<file path="src/rtl/core/brms_pkg.sv">
package brms_pkg;

  localparam int unsigned SampleW       = 16;
  localparam int unsigned LevelW        = 24;
  localparam int unsigned CntW          = 11;
  localparam int unsigned SumW          = 41;
  localparam int unsigned FracW         = 16;
  localparam int unsigned DefMaxSamples = 1024;

  localparam logic [SumW-1:0] SumMax = {SumW{1'b1}};

  // shared divider / root shift register, one spare top bit keeps it even
  localparam int unsigned WorkW     = SumW + FracW + 1;
  localparam int unsigned DivSteps  = WorkW;
  localparam int unsigned SqrtSteps = WorkW / 2;
  localparam int unsigned RootW     = SqrtSteps;
  localparam int unsigned RemW      = RootW + 3;
  localparam int unsigned StepW     = $clog2(DivSteps);

  typedef struct packed {
    logic signed [SampleW-1:0] sample;
    logic                      last;
  } in_item_t;

  typedef struct packed {
    logic [LevelW-1:0] rms_level;
    logic [CntW-1:0]   samples_in_block;
    logic              overflowed;
  } out_item_t;

  typedef struct packed {
    logic acc_en;
    logic div_load;
    logic div_step;
    logic sqrt_step;
    logic out_load;
  } cmd_t;

endpackage

</file>
<file path="src/rtl/core/brms_datapath.sv">
module brms_datapath
  import brms_pkg::*;
#(
  parameter int unsigned MAX_SAMPLES = DefMaxSamples
) (
  input  logic      clk_i,
  input  logic      rst_ni,
  input  in_item_t  in_item_i,
  input  cmd_t      cmd_i,
  output out_item_t out_item_o
);

  localparam int unsigned TallyW = $clog2(MAX_SAMPLES + 1);

  logic [SumW-1:0]   sum_q, sum_d;
  logic [TallyW-1:0] tally_q, tally_d;
  logic              ovf_q, ovf_d;

  logic signed [2*SampleW-1:0] product;
  logic [SumW:0]               sum_wide;
  logic [SumW-1:0]             sum_sat;

  logic [WorkW-1:0]  work_q;
  logic [TallyW-1:0] divisor_q;
  logic [TallyW-1:0] rem_q;
  logic              ovf_snap_q;
  logic [RootW-1:0]  root_q;
  logic [RemW-1:0]   sq_rem_q;

  logic [TallyW:0]   div_shift, div_diff;
  logic              div_ge;
  logic [TallyW-1:0] div_rem_next;

  logic [RemW-1:0]   sq_shift, sq_trial;
  logic              sq_ge;

  out_item_t out_q;

  assign product  = in_item_i.sample * in_item_i.sample;
  assign sum_wide = {1'b0, sum_q} + (SumW + 1)'($unsigned(product));
  assign sum_sat  = sum_wide[SumW] ? SumMax : sum_wide[SumW-1:0];

  always_comb begin
    sum_d   = sum_q;
    tally_d = tally_q;
    ovf_d   = ovf_q;
    if (tally_q >= TallyW'(MAX_SAMPLES)) begin
      ovf_d = 1'b1;
    end else begin
      tally_d = tally_q + 1'b1;
      sum_d   = sum_sat;
    end
  end

  always_ff @(posedge clk_i or negedge rst_ni) begin
    if (!rst_ni) begin
      sum_q   <= '0;
      tally_q <= '0;
      ovf_q   <= 1'b0;
    end else if (cmd_i.acc_en) begin
      if (cmd_i.div_load) begin
        sum_q   <= '0;
        tally_q <= '0;
        ovf_q   <= 1'b0;
      end else begin
        sum_q   <= sum_d;
        tally_q <= tally_d;
        ovf_q   <= ovf_d;
      end
    end
  end

  assign div_shift    = {rem_q, work_q[WorkW-1]};
  assign div_diff     = div_shift - {1'b0, divisor_q};
  assign div_ge       = div_shift >= {1'b0, divisor_q};
  assign div_rem_next = div_ge ? div_diff[TallyW-1:0] : div_shift[TallyW-1:0];

  assign sq_shift = {sq_rem_q[RemW-3:0], work_q[WorkW-1 -: 2]};
  assign sq_trial = {1'b0, root_q, 2'b01};
  assign sq_ge    = sq_shift >= sq_trial;

  always_ff @(posedge clk_i) begin
    if (cmd_i.div_load) begin
      work_q     <= {{(WorkW - SumW - FracW){1'b0}}, sum_d, {FracW{1'b0}}};
      divisor_q  <= tally_d;
      ovf_snap_q <= ovf_d;
      rem_q      <= '0;
      root_q     <= '0;
      sq_rem_q   <= '0;
    end else if (cmd_i.div_step) begin
      work_q <= {work_q[WorkW-2:0], div_ge};
      rem_q  <= div_rem_next;
    end else if (cmd_i.sqrt_step) begin
      work_q   <= {work_q[WorkW-3:0], 2'b00};
      sq_rem_q <= sq_ge ? (sq_shift - sq_trial) : sq_shift;
      root_q   <= {root_q[RootW-2:0], sq_ge};
    end
  end

  always_ff @(posedge clk_i) begin
    if (cmd_i.out_load) begin
      out_q.rms_level        <= (divisor_q == '0) ? '0 : root_q[LevelW-1:0];
      out_q.samples_in_block <= CntW'(divisor_q);
      out_q.overflowed       <= ovf_snap_q;
    end
  end

  assign out_item_o = out_q;

endmodule

</file>
<file path="src/rtl/core/brms_ctrl.sv">
module brms_ctrl
  import brms_pkg::*;
(
  input  logic clk_i,
  input  logic rst_ni,
  input  logic in_valid_i,
  input  logic in_last_i,
  input  logic out_stall_i,
  output logic in_stall_o,
  output logic out_valid_o,
  output cmd_t cmd_o
);

  typedef enum logic [1:0] {
    StAcc,
    StDiv,
    StSqrt,
    StDone
  } state_e;

  state_e           state_q;
  logic [StepW-1:0] step_q;
  logic             out_valid_q;

  always_comb begin
    cmd_o      = '0;
    in_stall_o = 1'b1;
    case (state_q)
      StAcc: begin
        in_stall_o      = 1'b0;
        cmd_o.acc_en    = in_valid_i;
        cmd_o.div_load  = in_valid_i && in_last_i;
      end
      StDiv:  cmd_o.div_step  = 1'b1;
      StSqrt: cmd_o.sqrt_step = 1'b1;
      StDone: cmd_o.out_load  = !out_valid_q || !out_stall_i;
      default: ;
    endcase
  end

  always_ff @(posedge clk_i or negedge rst_ni) begin
    if (!rst_ni) begin
      state_q     <= StAcc;
      step_q      <= '0;
      out_valid_q <= 1'b0;
    end else begin
      if (out_valid_q && !out_stall_i && !cmd_o.out_load) begin
        out_valid_q <= 1'b0;
      end
      case (state_q)
        StAcc: begin
          if (cmd_o.div_load) begin
            state_q <= StDiv;
            step_q  <= '0;
          end
        end
        StDiv: begin
          if (step_q == StepW'(DivSteps - 1)) begin
            state_q <= StSqrt;
            step_q  <= '0;
          end else begin
            step_q <= step_q + 1'b1;
          end
        end
        StSqrt: begin
          if (step_q == StepW'(SqrtSteps - 1)) begin
            state_q <= StDone;
            step_q  <= '0;
          end else begin
            step_q <= step_q + 1'b1;
          end
        end
        StDone: begin
          if (cmd_o.out_load) begin
            out_valid_q <= 1'b1;
            state_q     <= StAcc;
          end
        end
        default: state_q <= StAcc;
      endcase
    end
  end

  assign out_valid_o = out_valid_q;

`ifndef SYNTH
  a_last_stalls: assert property (@(posedge clk_i) disable iff (!rst_ni)
    (in_valid_i && !in_stall_o && in_last_i) |=> in_stall_o)
    else $error("input not held after block end");

  a_no_overwrite: assert property (@(posedge clk_i) disable iff (!rst_ni)
    cmd_o.out_load |-> !(out_valid_q && out_stall_i))
    else $error("waiting result overwritten");

  a_one_step: assert property (@(posedge clk_i) disable iff (!rst_ni)
    !(cmd_o.div_step && cmd_o.sqrt_step))
    else $error("divider and root stepped together");

  a_valid_from_done: assert property (@(posedge clk_i) disable iff (!rst_ni)
    $rose(out_valid_q) |-> $past(state_q == StDone))
    else $error("result raised outside completion");
`endif

endmodule

</file>
<file path="src/rtl/core/block_rms_level_meter.sv">
// channel | direction | handshake            | payload
// in      | input     | in_valid_i/in_stall_o   | in_item_i  (sample, last)
// out     | output    | out_valid_o/out_stall_i | out_item_o (rms_level, samples_in_block,
//         |           |                         |             overflowed)
// Samples without last stream back to back.
// A sample with last holds the input stalled through 58 steps of the
// one-bit-per-cycle restoring divider, 29 steps of the two-bit root unit and one load.
// The result waits in an output register; a stalled output delays the load only.
// Reset is asynchronous, active low, and clears the sums, count and control.
module block_rms_level_meter
  import brms_pkg::*;
#(
  parameter int unsigned MAX_SAMPLES = DefMaxSamples
) (
  input  logic      clk_i,
  input  logic      rst_ni,
  input  logic      in_valid_i,
  output logic      in_stall_o,
  input  in_item_t  in_item_i,
  output logic      out_valid_o,
  input  logic      out_stall_i,
  output out_item_t out_item_o
);

  cmd_t cmd;

  brms_ctrl u_ctrl (
    .clk_i       (clk_i),
    .rst_ni      (rst_ni),
    .in_valid_i  (in_valid_i),
    .in_last_i   (in_item_i.last),
    .out_stall_i (out_stall_i),
    .in_stall_o  (in_stall_o),
    .out_valid_o (out_valid_o),
    .cmd_o       (cmd)
  );

  brms_datapath #(
    .MAX_SAMPLES (MAX_SAMPLES)
  ) u_datapath (
    .clk_i      (clk_i),
    .rst_ni     (rst_ni),
    .in_item_i  (in_item_i),
    .cmd_i      (cmd),
    .out_item_o (out_item_o)
  );

endmodule
</file>
<file path="config.mk">
export PLATFORM = sky130hd
export DESIGN_NAME = block_rms_level_meter
export DESIGN_NICKNAME = d
export VERILOG_FILES = /design/src/rtl/core/brms_pkg.sv /design/src/rtl/core/brms_datapath.sv /design/src/rtl/core/brms_ctrl.sv /design/src/rtl/core/block_rms_level_meter.sv
export SDC_FILE = /design/constraint.sdc
export NUM_CORES = 1
export LEC_CHECK = 0
export BUFFER_PORTS_ARGS = -buffer_cell sky130_fd_sc_hd__buf_2
export CAP_MARGIN = 20
export CORE_UTILIZATION = 55
export DETAILED_ROUTE_END_ITERATION = 10
export GPL_ROUTABILITY_DRIVEN = 1
export GPL_TIMING_DRIVEN = 0
export PLACE_DENSITY_LB_ADDON = 0.25
export SKIP_CTS_REPAIR_TIMING = 1
export SYNTH_ARGS = -nofsm -noshare
export SYNTH_HDL_FRONTEND = slang
export SYNTH_SLANG_ARGS = --single-unit
</file>
<file path="constraint.sdc">
create_clock -name clk_i -period 2.81 [get_ports clk_i]
set_input_delay 0.562 -clock clk_i [delete_from_list [all_inputs] [get_ports clk_i]]
set_output_delay 0.562 -clock clk_i [all_outputs]
set_load 0.01 [all_outputs]
</file>
Word level (Yosys, flattened, before mapping) --
Cells that the tools add are included.
Operators by class: $add $sub $neg 5, $mul 1, magnitude comparators 3, equal/unequal tests 9, multiplexer cells 29, bitwise gates (word level) 1, reductions and logical operators 15
Operators by type and width (count):
- $mux W41 | 3
- $mux W58 | 2
- $mux W57 | 1
- $add A41 B32 Y42 | 1
- $mux W11 | 3
- $ge A32 B31 Y1 | 1
- $mul A16 B16 Y32 | 1
- $mux W30 | 1
- $sub A30 B30 Y30 | 1
- $mux W6 | 3
- $pmux W6 S3 | 1
- $ge A12 B11 Y1 | 1
- $add A11 B1 Y11 const B | 1
- $ge A11 B11 Y1 const B | 1
- $logic_not A11 Y1 | 1
- $sub A11 B11 Y11 | 1
- $mux W2 | 5
- $mux W1 | 9
- $pmux W2 S4 | 1
- $add A6 B1 Y6 const B | 1
- $eq A6 B5 Y1 const B | 1
- $eq A6 B6 Y1 const B | 1
- $ne A2 B1 Y1 const B | 3
- $reduce_bool A3 Y1 | 2
- other kinds (11) | 17
Storage, ports and cells: flip-flop bits (word level) 238, input port bits 21, output and inout bits 38

Depth between registers and ports, before layout --
Gate-level depths: netlist of the first run.
depth after elaboration 8, gate-level depth with buffers 36, mapped depth without buffers 34

By module --
From an unflattened synthesis of the first run, not the netlist that was laid out.
Unflattened totals: cells, all modules 2587, area, all modules 23319.9 um2
Modules (own cells, without submodules):
- brms_datapath | times used 1, cells each 2516, area each 22665.5 um2
- brms_ctrl | times used 1, cells each 71, area each 654.4 um2

Worst setup path before layout of the first run --
Ideal clock, no wire load.
path type input port to flip-flop, from in in_item_i[16] in the netlist's numbering, to reg u_datapath.work_q[53], data pin, library setup time 160 ps, arrival 8492 ps, slack -5842 ps, cell stages on the path 33, cells stage by stage inv_1 -> buf_1 -> nor2_1 -> fa_1 -> inv_1 -> fa_1 -> inv_1 -> fa_1 -> fa_1 -> fa_1 -> inv_1 -> fa_1 -> inv_1 -> ha_1 -> and3_1 -> a221o_1 -> a21oi_1 -> o221ai_1 -> nor4_1 -> a211oi_1 -> a211o_1 -> a21oi_1 -> xnor2_1 -> ha_1 -> clkbuf_1 -> nand2_1 -> o32ai_1 -> o21ai_2 -> or3_1 -> buf_2 -> and2_1 -> buf_2 -> a22oi_1
On the way: word-level cells in the longest chain between the ends 5
Ends and longest elaborated chain:
- from (decl) | line block_rms_level_meter.sv:19 | input in_item_t in_item_i,
- $mul A16 B16 Y32 | line brms_datapath.sv:39 | assign product = in_item_i.sample * in_item_i.sample;
- $add A41 B32 Y42 | line brms_datapath.sv:40 | assign sum_wide = {1'b0, sum_q} + (SumW + 1)'($unsigned(product));
- $mux W41 | line brms_datapath.sv:41 | assign sum_sat = sum_wide[SumW] ? SumMax : sum_wide[SumW-1:0];
- $mux W41 | line brms_datapath.sv:47 | if (tally_q >= TallyW'(MAX_SAMPLES)) begin
- $mux W57 | line brms_datapath.sv:83 | if (cmd_i.div_load) begin
- to (signal assigned) | line brms_datapath.sv:84 | work_q <= {{(WorkW - SumW - FracW){1'b0}}, sum_d, {FracW{1'b0}}};
- to (signal assigned) | line brms_datapath.sv:91 | work_q <= {work_q[WorkW-2:0], div_ge};
- to (signal assigned) | line brms_datapath.sv:94 | work_q <= {work_q[WorkW-3:0], 2'b00};
- to (decl) | line brms_datapath.sv:23 | logic [WorkW-1:0] work_q;
No other way between the ends. A chain may end at the register's enable or synchronous reset.

Worst setup path in the final report of the first run --
from in in_item_i[11] in the netlist's numbering, to reg u_datapath.work_q[52], data pin
Same word-level chain as after synthesis.

==> results.txt, run 1 <==
synthesized area per cell: 9.18 um2
crit path time final: 8060 ps
ANT nets after route: 0
Core Area: 42000 um2
Synth Cell Area: 23500 um2
Rows: 75
Diodes inserted: 0
vias after detailed routing: 19900
warnings from Yosys: 0
cell taking the most area after synthesis: fa_1
Post-DP Area: 25100 um2
CP Data Arrival Time: 8350 ps
status: finished with violations
failing checks: negative setup slack
Req. time, crit path: 3100 ps
Mapped Cells: 2566
fmax: 124 MHz
Slew HR: 16.8%
total grt overflow: 0
Worst R2R Start: u_datapath.sum_q[7]
delay-heaviest family, CP: adder cells
most used cell, CP: fa_1
Area growth, synth to finish: 23.9%
Critical Path Source Type: primary input
CTS root buf: clkbuf_16
worst setup margin: -5250 ps
FF+latch count, synth: 238
fin nets: 3209
fin util: 69.4%
RePlAce Congestion: 0.919
TritonCTS Buffers: 27
worst slack, placed: -6700 ps
Final Slew Violations: 0
post-DR wirelength/cell: 20.2 um
die width: 209 um
Routed WL: 67.4 mm
number of fill cells: 3138
crit end category: flip-flop
H-Tree Depth: 1
critical path buffer and inverter count: 5
CTS Sinks: 238
Tot GR Track Use: 28.6%
Final HPWL DP: 48.8 mm
global-route wire length before repair: 99.4 mm
die area: 43600 um2
final worst-path cycle share: 287%
I/O pin count: 59
share of layout cells above drive strength 1: 23.1%
Post-Syn Nets: 3000
number of global-route vias before repair: 19200
unrepaired setup endpoints after global routing: true
Worst Skew: 26.1 ps
post-synth top area share: 20.3%
post-route cell area: 29200 um2
footprint of the multi-input gates: 17600 um2
DRT iter0 DRCs: 1694
ys async rst share: 26.1%
Reg area: 5980 um2
ys flop type: edfxtp_1
CTS tree: yes
most frequent cells in the layout: inv_1 (385), fa_1 (223), nor2_1 (165)
FF-to-FF End: u_datapath.work_q[52]
hold crit path type: in -> async
R2R depth: 10
max_cap viols: 0
Via-to-Cell Ratio: 5.96
Initial Utilization: 56.0%
Post-synth EDFFs: 89
Synth area leaders: fa_1 (20%), edfxtp_1 (11%), ha_1 (9.2%)
Reg clk slew, reported paths: 60 ps
Final setup viols: 105
DRC viols: 0
Setup TNS Final: -417140 ps
initial antenna violation count: 1
Unique masters post-synth: 95
I/O Buffers: 57
Die H: 209 um
post-synthesis sequential area ratio: 25.3%
worst reg2reg setup slack: -470 ps
largest net degree at the start of global routing: 63
clock tree buffer depth: 3
Crit Path Class: in -> reg
commonest non-fill, non-tap cell in the layout: inv_1
worst slew pin tran: 1240 ps
Worst path slowest cell: fa_1
drt pass-1 iters: 9
endpoints failing hold: 0
crit-path max FO: 6
Crit path largest cell delay: 590 ps
Clock Latency Late Sink: 570 ps
## metal layers
metal / track usage, % / vias up / wire length (um)
met4: 8.65 / 2 / 2080
met1: 37.3 / 9916 / 27400
li1: - / 9097 / -
met3: 3.82 / 138 / 3980
met5: 0 / - / 10
met2: 49.5 / 726 / 33900
## stage by stage
step | hold WS (ps) | std cells
5_1_grt | 170 | 3335
2_1_floorplan | 266 | 2566
3_5_place_dp | 409 | 3163
3_3_place_gp | 411 | 3162
6_report | 105 | 3335
4_1_cts | 137 | 3213
## synthesized netlist by cell type, types with 6 or more instances
master	number
o21a_1	20
nor2b_1	24
dfrtp_1	62
nor3_1	32
o21ai_0	123
nor2_1	190
o211ai_1	9
o21ai_1	6
a21oi_1	160
or2_2	6
mux2_2	7
nand2_1	176
buf_2	14
nand3_1	30
a21o_1	21
a31oi_1	36
nand2b_1	20
xor2_1	29
a21boi_0	8
nand4_1	21
nor4_1	6
o31ai_1	16
fa_1	239
edfxtp_1	89
a311oi_1	7
xnor2_1	76
a22o_1	8
dfxtp_1	87
and3_1	19
ha_1	174
o22ai_1	12
a211oi_1	36
o21bai_1	33
mux2i_1	89
o221ai_1	18
and2_1	49
inv_1	414
clkbuf_1	89
buf_1	7
## worst max path at each step
stage	startpoint	endpoint	slack, ps	depth (start not counted)
detailed placement	in_item_i[16]	u_datapath.work_q[22]	-6700	35
CTS	in_item_i[16]	u_datapath.work_q[21]	-6180	35
global route	in_item_i[8]	u_datapath.work_q[52]	-5410	32
global placement	in_item_i[16]	u_datapath.work_q[22]	-6600	35
floorplan	in_item_i[5]	u_datapath.work_q[53]	-5030	33
finish	in_item_i[11]	u_datapath.work_q[52]	-5250	32
## area by class of cell
type	count	share of cell area, %
repair buffers	181	5.32
multi-input cells	1800	60.2
clock inverters	14	0.566
clock buffers	36	2.71
well taps	539	2.31
inverters	417	5.43
flip-flops and latches	238	20.5
plain buffers	110	2.93
## kinds of logic after synthesis
logic type / share of synthesized area (%)
xor gates and xnor gates: 3.91
buffers and inverters: 8.58
AOI/OAI and AO/OA: 16.6
adders and majority gates: 29.6
and+or+nand+nor: 12.0
muxes: 4.12
DFF: 25.3
## sequential cells by signal, summed over array words and instances, names as in the netlist
signal                 cells
u_datapath.sq_rem_q       30
u_datapath.out_item_o     36
u_datapath.root_q         29
u_ctrl.state_q             2
u_datapath.ovf_q           1
u_datapath.rem_q          11
u_datapath.sum_q          41
u_datapath.tally_q        11
u_datapath.divisor_q      11
u_datapath.ovf_snap_q      1
u_ctrl.out_valid_o         1
u_ctrl.step_q              6
u_datapath.work_q         58
Power of run 1 is not shown: default switching activity piles up to over one toggle a cycle in this logic, so the estimate is an artifact.
==> run 2: changes to the inputs <==
ABC_AREA = 1   (was default)
CORE_ASPECT_RATIO = 2   (was default)
CORE_UTILIZATION = 50   (was 55)
==> run 2 against run 1 <==
Net effect: the flow still finishes with violations (negative setup slack); maximum frequency grew 11%; non-clock buffer count shrank 58; clock skew shrank 16 ps; worst hold slack gained 210 ps; setup slack gained 790 ps; synthesized area grew 11%; synthesized cell count grew 40%; sequential share of layout area shrank 1.3 points; die area grew 22%; register-to-register slack gained 190 ps; critical path type unchanged.
==> results.txt, run 2 <==
status: finished with violations
failing checks: negative setup slack
fmax: 138 MHz
warnings from Yosys: 0
HP Start: out_stall_i
DRC viols: 0
number of flip-flops in the largest register: 58
DRT iter0 DRCs: 1202
initial antenna violation count: 0
RePlAce Congestion: 1.04
crit end category: flip-flop
synthesized area per cell: 7.29 um2
FF-to-FF End: u_datapath.work_q[22]
critical path buffer and inverter count: 11
endpoints failing hold: 0
R2R depth: 8
Core Area: 51800 um2
Unique masters post-synth: 55
Rows: 118
hold crit path type: in -> reg
Worst R2R Start: u_ctrl.state_q[0]
Mapped Cells: 3595
most used cell, CP: fa_1
post-route cell area: 31100 um2
global-route wire length before repair: 129 mm
CP Data Arrival Time: 7630 ps
Slew HR: 30.3%
crit-path max FO: 7
delay-heaviest family, CP: adder cells
Req. time, crit path: 3170 ps
number of fill cells: 4770
ANT nets after route: 0
I/O pin count: 59
Post-Syn Nets: 4029
Diodes inserted: 0
largest net degree at the start of global routing: 60
hold path depth: 3
Crit Path Class: in -> reg
Hold Crit Endpoint: u_ctrl.out_valid_o
max_cap viols: 0
die width: 164 um
Area growth, synth to finish: 18.6%
Critical Path Source Type: primary input
Final HPWL DP: 70.2 mm
Biggest register: u_datapath.work_q
worst setup margin: -4460 ps
Clock Latency Late Sink: 550 ps
Synth area leaders: fa_1 (18%), nand2_1 (14%), inv_1 (11%)
Final setup viols: 143
post-synth top area share: 18.3%
cell taking the most area after synthesis: fa_1
number of global-route vias before repair: 24900
CTS tree: yes
final worst-path cycle share: 259%
Initial Utilization: 50.6%
Setup TNS Final: -365130 ps
Die H: 326 um
most frequent cells in the layout: nand2_1 (926), inv_1 (758), fa_1 (225)
Via-to-Cell Ratio: 5.39
count leader, synth: nand2_1
total grt overflow: 0
worst reg2reg setup slack: -280 ps
Worst path slowest cell: fa_2
clock tree buffer depth: 3
commonest non-fill, non-tap cell in the layout: nand2_1
Worst Skew: 9.84 ps
vias after detailed routing: 23800
Crit path largest cell delay: 590 ps
Post-synth EDFFs: 89
CTS root buf: clkbuf_16
Final Slew Violations: 0
I/O Buffers: 52
Synth Cell Area: 26200 um2
share of layout cells above drive strength 1: 17.4%
fin nets: 4179
drt pass-1 iters: 7
Synth top cells by count: nand2_1 (1000), inv_1 (789), fa_1 (239)
H-Tree Depth: 1
crit path time final: 7270 ps
final hold slack: 314 ps
Routed WL: 86.8 mm
worst slew pin tran: 1050 ps
FF+latch count, synth: 238
TritonCTS Buffers: 22
Post-DP Area: 27900 um2
ys async rst share: 26.1%
ys flop type: edfxtp_1
Reg clk slew, reported paths: 70 ps
CTS Sinks: 238
unrepaired setup endpoints after global routing: true
die area: 53400 um2
fin util: 59.9%
post-synthesis sequential area ratio: 22.8%
post-DR wirelength/cell: 19.6 um
Tot GR Track Use: 32.1%
==> run 2: cell count changes after synthesis, sizes merged, moves of 26 or more <==
cell,previous run,this run
xnor2,76,35
a211oi,38,5
a21oi,161,129
xor2,29,55
and2,49,4
inv,415,796
nand2,176,1020
nand3,30,211
nor2,190,228
a31oi,39,6
mux2i,89,19
==> run 2: metal layers <==
layer | share of wire (%) | track usage, % | wire length (um)
met2 | 55 | 63.4 | 48000
met5 | 0 | 0 | 0
met3 | 3.8 | 4.15 | 3270
met4 | 12 | 32.9 | 10500
met1 | 29 | 24.6 | 24900
==> run 2: worst register-to-register path: stages, from the launching register on <==
cell      delay [ps]
dfrtp_1          420
inv_1            140
ha_1             230
nand2_1          120
nor2_1           480
inv_1            280
nand2_1          310
clkbuf_2         490
buf_12           270
==> run 2: logic make-up after synthesis <==
logic type / after synthesis / share of synthesized area [%]
flops: 238 / 22.8
simple gates: 1579 / 26.3
compound gates: 351 / 7.41
fa+ha+maj: 413 / 26.6
mux: 19 / 0.726
xor+xnor: 90 / 3.01
buf+inv: 905 / 13.3
==> run 2: cell type report <==
| cell class | instances | area (um2) | area share, % |
|---|---|---|---|
| sequential | 238 | 5970 | 19.2 |
| timing repair buffer | 126 | 1020 | 3.29 |
| clock buffer | 31 | 604 | 1.95 |
| multi-input combinational | 2452 | 18600 | 60.0 |
| tap | 660 | 826 | 2.66 |
| inverter | 798 | 3010 | 9.69 |
| buffer | 107 | 868 | 2.80 |
| clock inverter | 9 | 128 | 0.411 |
==> run 2: metrics by stage <==
step,setup slack (ps),instances
3_5_place_dp,-6080,4312
4_1_cts,-5530,4352
6_report,-4460,4421
5_1_grt,-4750,4421
2_1_floorplan,-4240,3595
3_3_place_gp,-6050,4307
==> run 2: worst max path at each step <==
stage,startpoint,to,slack [ps],depth (start not counted)
4_1_cts,in_item_i[16],u_datapath.work_q[37],-5530,34
6_report,in_item_i[16],u_datapath.work_q[37],-4460,33
3_3_place_gp,in_item_i[16],u_datapath.work_q[37],-6050,34
5_1_grt,in_item_i[16],u_datapath.work_q[52],-4750,33
2_1_floorplan,in_item_i[4],u_datapath.work_q[18],-4240,37
3_5_place_dp,in_item_i[16],u_datapath.work_q[37],-6080,34
Power of run 2 is left out for the same reason.
